--- src/design/att_pkg.sv ---
package att_pkg;

  typedef enum logic [1:0] {
    OP_SET      = 2'd0,
    OP_DELETE   = 2'd1,
    OP_DISPATCH = 2'd2,
    OP_NONE     = 2'd3
  } op_e;

  typedef enum logic [1:0] {
    KIND_HANDLE = 2'd0,
    KIND_RELOAD = 2'd1,
    KIND_FIRED  = 2'd2,
    KIND_SPARE  = 2'd3
  } kind_e;

  typedef enum logic [1:0] {
    ST_FREE  = 2'd0,
    ST_ARMED = 2'd1,
    ST_TRIG  = 2'd2,
    ST_PTRIG = 2'd3
  } status_e;

  typedef enum logic [3:0] {
    S_IDLE,
    S_SET_SCAN,
    S_SET_RES,
    S_DEL,
    S_DSP_RD,
    S_DSP_EVAL,
    S_DSP_MOD,
    S_DSP_WR,
    S_DSP_RELOAD,
    S_FIRE_RD,
    S_FIRE_OUT
  } state_e;

  localparam int unsigned OUT_HANDLE_W = 5;
  localparam int unsigned TAG_W        = 32;
  localparam int unsigned OUT_TIME_W   = 32;

endpackage

--- src/design/att_divu.sv ---
module att_divu #(
  parameter int unsigned W = 32
) (
  input  logic         clk_i,
  input  logic         rst_ni,
  input  logic         start_i,
  input  logic [W-1:0] dividend_i,
  input  logic [W-1:0] divisor_i,
  output logic         done_o,
  output logic [W-1:0] rem_o
);
  localparam int unsigned CW = $clog2(W + 1);

  logic [W-1:0]  quo_q, quo_d;
  logic [W-1:0]  rem_q, rem_d;
  logic [W-1:0]  div_q, div_d;
  logic [CW-1:0] cnt_q, cnt_d;
  logic          busy_q, busy_d;
  logic          busy_dly_q;
  logic [W:0]    trial;
  logic [W:0]    shifted;

  assign shifted = {rem_q, quo_q[W-1]};
  assign trial   = shifted - {1'b0, div_q};

  always_comb begin
    quo_d  = quo_q;
    rem_d  = rem_q;
    div_d  = div_q;
    cnt_d  = cnt_q;
    busy_d = busy_q;
    if (start_i) begin
      quo_d  = dividend_i;
      rem_d  = '0;
      div_d  = divisor_i;
      cnt_d  = CW'(W);
      busy_d = 1'b1;
    end else if (busy_q) begin
      // one quotient bit per cycle, restoring form
      if (!trial[W]) begin
        rem_d = trial[W-1:0];
        quo_d = {quo_q[W-2:0], 1'b1};
      end else begin
        rem_d = shifted[W-1:0];
        quo_d = {quo_q[W-2:0], 1'b0};
      end
      cnt_d = cnt_q - 1'b1;
      if (cnt_q == CW'(1)) busy_d = 1'b0;
    end
  end

  always_ff @(posedge clk_i or negedge rst_ni) begin
    if (!rst_ni) begin
      busy_q     <= 1'b0;
      busy_dly_q <= 1'b0;
      cnt_q      <= '0;
    end else begin
      busy_q     <= busy_d;
      busy_dly_q <= busy_q;
      cnt_q      <= cnt_d;
    end
  end

  always_ff @(posedge clk_i) begin
    quo_q <= quo_d;
    rem_q <= rem_d;
    div_q <= div_d;
  end

  assign rem_o = rem_q;
  // pulses the cycle after the last step
  assign done_o = busy_dly_q && !busy_q;
endmodule

--- src/design/att_row_mem.sv ---
module att_row_mem #(
  parameter int unsigned ROWS = 32,
  parameter int unsigned TW   = 32
) (
  input  logic                    clk_i,
  input  logic                    we_i,
  input  logic [$clog2(ROWS)-1:0] waddr_i,
  input  logic [TW-1:0]           wrem_i,
  input  logic [TW-1:0]           wper_i,
  input  logic [31:0]             wtag_i,
  input  logic                    wfull_i,
  input  logic [$clog2(ROWS)-1:0] raddr_i,
  output logic [TW-1:0]           rrem_o,
  output logic [TW-1:0]           rper_o,
  output logic [31:0]             rtag_o
);
  logic [TW-1:0] rem_mem [ROWS];
  logic [TW-1:0] per_mem [ROWS];
  logic [31:0]   tag_mem [ROWS];

  // a partial write touches the remaining count only
  always_ff @(posedge clk_i) begin
    if (we_i) begin
      rem_mem[waddr_i] <= wrem_i;
      if (wfull_i) begin
        per_mem[waddr_i] <= wper_i;
        tag_mem[waddr_i] <= wtag_i;
      end
    end
    rrem_o <= rem_mem[raddr_i];
    rper_o <= per_mem[raddr_i];
    rtag_o <= tag_mem[raddr_i];
  end
endmodule

--- src/design/alarm_table_timer.sv ---
// Alarm table timer: one item (set, delete, dispatch) at a time; the receiver cannot stall.
// Set: scans rows from row 0 for a free row, then gives a reload result if the
// sleep budget shrinks, and the handle result. Delete: no result. Dispatch: reads
// each used row, runs the divider for each fired periodic row, then gives the reload
// and one result per fired row. The next item is taken in the first cycle with busy low.
// Reset clears row status, the use count and sets the sleep budget to all ones.
module alarm_table_timer #(
  parameter int unsigned ALARM_ROWS = 32,
  parameter int unsigned TIME_WIDTH = 32
) (
  input  logic        clk_i,
  input  logic        rst_ni,
  input  logic        start,
  output logic        busy,
  input  logic [1:0]  op_i,
  input  logic [31:0] alarm_tag_i,
  input  logic [31:0] delay_i,
  input  logic [31:0] period_i,
  input  logic        has_action_i,
  input  logic [5:0]  target_handle_i,
  input  logic [31:0] elapsed_i,
  output logic        result_valid_o,
  output logic [1:0]  kind_o,
  output logic [4:0]  handle_o,
  output logic        handle_valid_o,
  output logic [31:0] fired_tag_o,
  output logic [31:0] reload_value_o,
  output logic        last_o
);
  localparam int unsigned AW    = $clog2(ALARM_ROWS);
  localparam int unsigned CW    = $clog2(ALARM_ROWS + 1);
  localparam int unsigned TW    = TIME_WIDTH;
  localparam int unsigned OUT_H = att_pkg::OUT_HANDLE_W;
  // wide enough for both the handle field and the row count
  localparam int unsigned TGW   = (CW > 6) ? CW : 6;

  att_pkg::state_e state_q, state_d;

  // row status lives in flip-flops so that reset frees every row at once
  logic [1:0]    status_q [ALARM_ROWS];
  logic [CW-1:0] in_use_q, in_use_d;
  logic [TW-1:0] budget_q, budget_d;
  logic [CW-1:0] row_q, row_d;
  logic [TW-1:0] next_q, next_d;
  logic [TW-1:0] real_q, real_d;
  logic          reload_pend_q, reload_pend_d;

  // latched item
  logic [31:0] tag_q, delay_q, period_q, elapsed_q;
  logic        action_q;
  logic [5:0]  target_q;

  logic [TW-1:0] delay_t, period_t, elapsed_t;
  assign delay_t   = TW'(delay_q);
  assign period_t  = TW'(period_q);
  assign elapsed_t = TW'(elapsed_q);

  logic [AW-1:0] row_a;
  assign row_a = row_q[AW-1:0];

  // memory port
  logic          we;
  logic          wfull;
  logic [TW-1:0] wrem;
  logic [AW-1:0] raddr;
  logic [TW-1:0] rrem, rper;
  logic [31:0]   rtag;

  att_row_mem #(.ROWS(ALARM_ROWS), .TW(TW)) u_mem (
    .clk_i   (clk_i),
    .we_i    (we),
    .waddr_i (row_a),
    .wrem_i  (wrem),
    .wper_i  (period_t),
    .wtag_i  (tag_q),
    .wfull_i (wfull),
    .raddr_i (raddr),
    .rrem_o  (rrem),
    .rper_o  (rper),
    .rtag_o  (rtag)
  );

  logic          div_start, div_done;
  logic [TW-1:0] div_rem;
  att_divu #(.W(TW)) u_div (
    .clk_i      (clk_i),
    .rst_ni     (rst_ni),
    .start_i    (div_start),
    .dividend_i (elapsed_t),
    .divisor_i  (rper),
    .done_o     (div_done),
    .rem_o      (div_rem)
  );

  logic          accept;
  logic          scan_end;
  logic          row_free;
  logic          del_hit;
  logic [TW-1:0] due_new;
  logic [TW-1:0] rearm;
  logic [TW-1:0] counted;
  logic          set_shorten;

  assign accept   = start && !busy;
  assign scan_end = (row_q == in_use_q) || (row_q == CW'(ALARM_ROWS));
  assign row_free = (row_q < CW'(ALARM_ROWS)) &&
                    (status_q[row_a] == att_pkg::ST_FREE);
  assign del_hit  = TGW'(target_q) < TGW'(ALARM_ROWS);
  assign due_new  = delay_t + elapsed_t;
  assign rearm    = rper - div_rem;
  assign counted  = rrem - real_q;
  assign set_shorten = (budget_q > elapsed_t) && ((budget_q - elapsed_t) > delay_t);

  // next state
  always_comb begin
    state_d = state_q;
    unique case (state_q)
      att_pkg::S_IDLE: begin
        if (accept) begin
          unique case (att_pkg::op_e'(op_i))
            att_pkg::OP_SET:      state_d = att_pkg::S_SET_SCAN;
            att_pkg::OP_DELETE:   state_d = att_pkg::S_DEL;
            att_pkg::OP_DISPATCH: state_d = att_pkg::S_DSP_RD;
            default:              state_d = att_pkg::S_IDLE;
          endcase
        end
      end
      att_pkg::S_SET_SCAN: begin
        if (!action_q || row_free || scan_end) state_d = att_pkg::S_SET_RES;
      end
      att_pkg::S_SET_RES: begin
        if (!reload_pend_q) state_d = att_pkg::S_IDLE;
      end
      att_pkg::S_DEL: state_d = att_pkg::S_IDLE;
      att_pkg::S_DSP_RD: begin
        if (row_q >= in_use_q || row_q == CW'(ALARM_ROWS)) state_d = att_pkg::S_DSP_RELOAD;
        else if (status_q[row_a][0]) state_d = att_pkg::S_DSP_EVAL;
      end
      att_pkg::S_DSP_EVAL: begin
        if (rrem <= real_q && rper != '0) state_d = att_pkg::S_DSP_MOD;
        else state_d = att_pkg::S_DSP_RD;
      end
      att_pkg::S_DSP_MOD: begin
        if (div_done) state_d = att_pkg::S_DSP_WR;
      end
      att_pkg::S_DSP_WR: state_d = att_pkg::S_DSP_RD;
      att_pkg::S_DSP_RELOAD: state_d = att_pkg::S_FIRE_RD;
      att_pkg::S_FIRE_RD: begin
        if (row_q >= in_use_q || row_q == CW'(ALARM_ROWS)) state_d = att_pkg::S_IDLE;
        else if (status_q[row_a][1]) state_d = att_pkg::S_FIRE_OUT;
      end
      att_pkg::S_FIRE_OUT: state_d = att_pkg::S_FIRE_RD;
      default: state_d = att_pkg::S_IDLE;
    endcase
  end

  // find whether any fired row follows the given one (for last)
  logic more_fired;
  always_comb begin
    more_fired = 1'b0;
    for (int i = 0; i < ALARM_ROWS; i++) begin
      if (CW'(i) > row_q && CW'(i) < in_use_q && status_q[i][1]) more_fired = 1'b1;
    end
  end

  // any fired row at all, for last on the reload
  logic more_any;
  always_comb begin
    more_any = 1'b0;
    for (int i = 0; i < ALARM_ROWS; i++) begin
      if (CW'(i) < in_use_q && status_q[i][1]) more_any = 1'b1;
    end
  end

  // outputs and datapath
  always_comb begin
    in_use_d      = in_use_q;
    budget_d      = budget_q;
    row_d         = row_q;
    next_d        = next_q;
    real_d        = real_q;
    reload_pend_d = reload_pend_q;
    we            = 1'b0;
    wfull         = 1'b0;
    wrem          = rrem;
    raddr         = row_a;
    div_start     = 1'b0;
    busy          = (state_q != att_pkg::S_IDLE);
    result_valid_o = 1'b0;
    kind_o         = att_pkg::KIND_HANDLE;
    handle_o       = '0;
    handle_valid_o = 1'b0;
    fired_tag_o    = '0;
    reload_value_o = '0;
    last_o         = 1'b0;
    unique case (state_q)
      att_pkg::S_IDLE: begin
        row_d = '0;
        if (accept) begin
          real_d = budget_q + TW'(elapsed_i);
          next_d = '1;
        end
      end
      att_pkg::S_SET_SCAN: begin
        if (!action_q || scan_end && !row_free) begin
          row_d = CW'(ALARM_ROWS);
        end else if (row_free) begin
          if (row_q == in_use_q) in_use_d = in_use_q + 1'b1;
          reload_pend_d = set_shorten;
          if (set_shorten) budget_d = due_new;
          we    = 1'b1;
          wfull = 1'b1;
          wrem  = due_new;
        end else begin
          row_d = row_q + 1'b1;
        end
      end
      att_pkg::S_SET_RES: begin
        result_valid_o = 1'b1;
        if (reload_pend_q) begin
          kind_o         = att_pkg::KIND_RELOAD;
          reload_value_o = 32'(delay_t);
          reload_pend_d  = 1'b0;
        end else begin
          last_o = 1'b1;
          if (row_q < CW'(ALARM_ROWS)) begin
            handle_o       = OUT_H'(row_q);
            handle_valid_o = 1'b1;
          end
        end
      end
      att_pkg::S_DEL: begin
        if (del_hit) begin
          if (in_use_q != '0 && CW'(target_q) == in_use_q - 1'b1) in_use_d = in_use_q - 1'b1;
        end
      end
      att_pkg::S_DSP_RD: begin
        if (!(row_q >= in_use_q || row_q == CW'(ALARM_ROWS)) && !status_q[row_a][0])
          row_d = row_q + 1'b1;
      end
      att_pkg::S_DSP_EVAL: begin
        if (rrem <= real_q) begin
          if (rper != '0) div_start = 1'b1;
          else row_d = row_q + 1'b1;
        end else begin
          we    = 1'b1;
          wrem  = counted;
          if (counted < next_q) next_d = counted;
          row_d = row_q + 1'b1;
        end
      end
      att_pkg::S_DSP_MOD: ;
      att_pkg::S_DSP_WR: begin
        we   = 1'b1;
        wrem = rearm;
        if (rearm < next_q) next_d = rearm;
        row_d = row_q + 1'b1;
      end
      att_pkg::S_DSP_RELOAD: begin
        result_valid_o = 1'b1;
        kind_o         = att_pkg::KIND_RELOAD;
        reload_value_o = 32'(next_q);
        budget_d       = next_q;
        row_d          = '0;
        last_o         = !more_any;
      end
      att_pkg::S_FIRE_RD: begin
        if (!(row_q >= in_use_q || row_q == CW'(ALARM_ROWS)) && !status_q[row_a][1])
          row_d = row_q + 1'b1;
      end
      att_pkg::S_FIRE_OUT: begin
        result_valid_o = 1'b1;
        kind_o         = att_pkg::KIND_FIRED;
        handle_o       = OUT_H'(row_q);
        handle_valid_o = 1'b1;
        fired_tag_o    = rtag;
        last_o         = !more_fired;
        row_d          = row_q + 1'b1;
      end
      default: ;
    endcase
  end

  always_ff @(posedge clk_i or negedge rst_ni) begin
    if (!rst_ni) begin
      state_q       <= att_pkg::S_IDLE;
      in_use_q      <= '0;
      budget_q      <= '1;
      row_q         <= '0;
      reload_pend_q <= 1'b0;
      for (int i = 0; i < ALARM_ROWS; i++) status_q[i] <= att_pkg::ST_FREE;
    end else begin
      state_q       <= state_d;
      in_use_q      <= in_use_d;
      budget_q      <= budget_d;
      row_q         <= row_d;
      reload_pend_q <= reload_pend_d;
      // status updates: arm on set, free on delete, mark on dispatch, clear on fire
      if (state_q == att_pkg::S_SET_SCAN && action_q && row_free)
        status_q[row_a] <= att_pkg::ST_ARMED;
      if (state_q == att_pkg::S_DEL && del_hit)
        status_q[AW'(target_q)] <= att_pkg::ST_FREE;
      if (state_q == att_pkg::S_DSP_EVAL && rrem <= real_q && rper == '0)
        status_q[row_a] <= att_pkg::ST_TRIG;
      if (state_q == att_pkg::S_DSP_WR)
        status_q[row_a] <= att_pkg::ST_PTRIG;
      if (state_q == att_pkg::S_FIRE_OUT)
        status_q[row_a] <= {1'b0, status_q[row_a][0]};
    end
  end

  always_ff @(posedge clk_i) begin
    next_q <= next_d;
    real_q <= real_d;
    if (accept) begin
      tag_q     <= alarm_tag_i;
      delay_q   <= delay_i;
      period_q  <= period_i;
      action_q  <= has_action_i;
      target_q  <= target_handle_i;
      elapsed_q <= elapsed_i;
    end
  end
endmodule
--- config.mk ---
export PLATFORM = sky130hd
export DESIGN_NAME = alarm_table_timer
export DESIGN_NICKNAME = d
export VERILOG_FILES = /design/src/design/att_pkg.sv /design/src/design/att_divu.sv /design/src/design/att_row_mem.sv /design/src/design/alarm_table_timer.sv
export SDC_FILE = /design/constraint.sdc
export NUM_CORES = 2
export LEC_CHECK = 0
export BUFFER_PORTS_ARGS = -buffer_cell sky130_fd_sc_hd__buf_2
export CORE_MARGIN = 3
export CORE_UTILIZATION = 45
export DETAILED_ROUTE_END_ITERATION = 8
export PLACE_DENSITY = 0.67
export SLEW_MARGIN = 20
export SYNTH_ARGS = -nofsm -noshare
export SYNTH_HDL_FRONTEND = slang
export SYNTH_SLANG_ARGS = --single-unit
--- constraint.sdc ---
create_clock -name clk_i -period 9.46 [get_ports clk_i]
set_input_delay 1.892 -clock clk_i [delete_from_list [all_inputs] [get_ports clk_i]]
set_output_delay 1.892 -clock clk_i [all_outputs]
set_load 0.1 [all_outputs]
==> flow_summary.ini <==
[power_and_ir_drop]
ir_worst_vdd_mv = 0.265
seq_power_share_pct = 40.8
p_int_mw = 34.4
p_sw_share_pct = 33.8
cellLeakagePower_nw = 56.9
clkPwrFrac_pct = 28.5
p_comb_share_pct = 30.7
p_sw_mw = 17.5
power.total_mw = 51.9
power.density_nw_per_um2 = 305

[worst_setup_path]
cp_max_fo = 46
path_common_cell = o21ai_0
worst_ep_required_time_ps = 7570
r2r_slack_ps = 3030
crit_arrival_ps = 5240
crit_path_cell_trace = inv_1, ha_1, nor2b_1, nand2_1, o21ai_0, o22ai_1, a21oi_1, o221ai_1, a211oi_1, o21ai_0, nand3_1, buf_2
path_class = reg2out
crit_slowest_cell = dfrtp_4
reg2reg_from = row_q[1]$_DFFE_PN0P_
ff2ff_path_depth = 12
worstReg2RegEnd = u_mem.per_mem[2][5]$_DFFE_PP_
end_kind = output pin
startpoint_type = register
slowest_delay_ps = 790

[timing]
drv_slew = 0
fin_skew_ps = 70.0
fin_setup_tns_ps = 0
setup_viol = 0
period_share_pct = 75.4
setup_slack_ps = 2330
tightest_slew_ps = 1200
fmax_mhz = 140
rsz0062_at_grt = no
slew-limit-headroom_pct = 19.9
fin_crit_ps = 7130
hold_viol = 0

[yosys]
synth_area_leaders = edfxtp_1 66%, mux4_2 12%, ha_1 2.5%, mux2i_1 1.8%, dfxtp_1 1.7%
netlist_area_um2 = 151000
seq_area_frac_synth_pct = 70.2
synth_nets = 9027
ys_warn_count = 0
netlist_instances = 8582
synth-xor-area-share_pct = 0.988
synth_cell_types = 98
syn_avg_cell_area_um2 = 17.5
muxShareOfSynthArea_pct = 14.3
synth_compound_area_share_pct = 5.91
yosys.area.top_type = edfxtp_1
ys.flop_type = edfxtp_1
async_reset_ff_share_pct = 3.38
synth_top_area_share_pct = 66.5
synth_fa_ha_area_share_pct = 2.56
synth-simple-area-share_pct = 4.09
synth_top_family_by_area = multiplexers
synth-edff-count = 3335
ys_ff_latch = 3584

[min_path]
hold_class = reg2reg
min_to = u_div.div_q[0]$_DFFE_PP_
whs_path_depth = 0
min_from = u_mem.rper_o[0]$_DFF_P_

[floorplan]
die-area_um2 = 342000
start_util_pct = 45.4
row_count = 211
fp.dieW_um = 585
die_h_um = 585
io_pins = 215
fp.coreArea_um2 = 332000

[route]
ant_nets = 0
drc = 0
via_per_inst = 6.21
wl_per_cell_um = 30.9
vias = 84700
wirelength_um = 422000
drt-initial-drc-count = 10700
dr.pass1.iters = 7

[clock_network]
post_cts_buffers = 0
cts_tree = built
insertion_delay_ps = 950
h-tree-depth = 5
cts-root-buf = clkbuf_16
cts_buffers = 367
cts.sink_count = 3584
post_cts_resized = 0
clkTransAtPathRegs_ps = 60
postCtsHoldBufs = 0
clockBufferDepth = 4

[run]
drv_cap = 0

[final_layout]
area_growth_syn_to_layout_pct = 13.1
finalCoreUtilization_pct = 51.3
drive_above_1_share_pct = 22.1
final_common_cell = edfxtp_1
final_cell_mix = 3,335 x edfxtp_1, 795 x mux4_2, 527 x nand2_1
fin_nets = 9400

[global_routing]
grt_use_total_pct = 24.4
grt_pass1_wl_um = 605000
antenna_found_initial = 20
grt_max_degree = 121
grt_pass1_vias = 84200
overflow = 0

[placement]
dp_slack_ps = 2900
gp_congestion = 0.950
numPortBuffers = 214
hpwl_um = 247000

[outcome]
status = complete, no violations
sequential cells by signal, summed over array words and instances, names as in the netlist, 64 cells and up:
name / count
status_q: 64
u_mem.per_mem: 1024
u_mem.rem_mem: 1024
u_mem.tag_mem: 1024
final cells by class:
class,instances,area (um^2)
clock buffer,485,10100
sequential,3584,106000
timing repair buffer,419,2830
tap,4366,5460
clock inverter,197,2340
antenna,11,27.5
multi-input combinational,4295,42700
inverter,288,1090
fill,26300,162000
kinds of logic after synthesis:
logic type / Yosys count
muxes: 1150
xor gates and xnor gates: 169
buffers and inverters: 703
AOI/OAI and AO/OA: 1337
adders and majority gates: 305
and+or+nand+nor: 1334
DFF: 3584
metrics by stage:
| step | instance area [um^2] | instances | hold slack (ps) |
|---|---|---|---|
| 2_1_floorplan | 151000 | 8582 | 352 |
| 3_3_place_gp | 158000 | 12900 | 448 |
| 3_5_place_dp | 158000 | 12900 | 469 |
| 4_1_cts | 170000 | 13600 | 482 |
| 5_1_grt | 170000 | 13600 | 497 |
| 6_report | 170000 | 13600 | 477 |
Yosys cell counts (117+ instances only):
cell and number:
ha_1 299, edfxtp_1 3335, mux2i_1 275, nand2_1 531, nor2_1 294, inv_1 282, clkbuf_1 264, a21oi_1 266
o21ai_0 309, xnor2_1 117, dfxtp_1 128, mux4_2 795
power by group through the flow:
stage	Clock [mW]	Sequential, mW	Combinational (mW)
final	14.8	21.2	15.9
after global routing	15.6	21.3	17.2
after CTS	15.0	21.2	15.8
after detailed placement	0	21.5	15.7
after global placement	0	21.4	15.5
after floorplan	0	20.8	11.1
worst max path at each step:
stage,endpoint,cells after the start,startpoint
2_1_floorplan,next_q[0]$_DFFE_PP_,3,start
3_3_place_gp,u_mem.rtag_o[25]$_DFF_P_,10,row_q[0]$_DFFE_PN0P_
3_5_place_dp,u_mem.rtag_o[25]$_DFF_P_,10,row_q[0]$_DFFE_PN0P_
4_1_cts,last_o,12,row_q[1]$_DFFE_PN0P_
5_1_grt,last_o,11,row_q[0]$_DFFE_PN0P_
6_report,last_o,12,row_q[0]$_DFFE_PN0P_
routing by layer:
metal | vias up | wire length (um) | global-route usage (%)
li1 | 35300 | - | -
met1 | 44200 | 169000 | 34.4
met2 | 4448 | 200000 | 38.7
met3 | 777 | 36900 | 3.74
met4 | 2 | 15900 | 8.59
met5 | - | 17 | 0
worst max-delay path, delay by kind of cell (launching register included):
family / cells / cell delay, ps
AOI/OAI and AO/OA: 6 / 1280
adders and majority gates: 1 / 430
buffers and inverters: 2 / 810
DFF: 1 / 790
and+or+nand+nor: 3 / 950
Note: power is estimated with default switching activity, not from simulation.
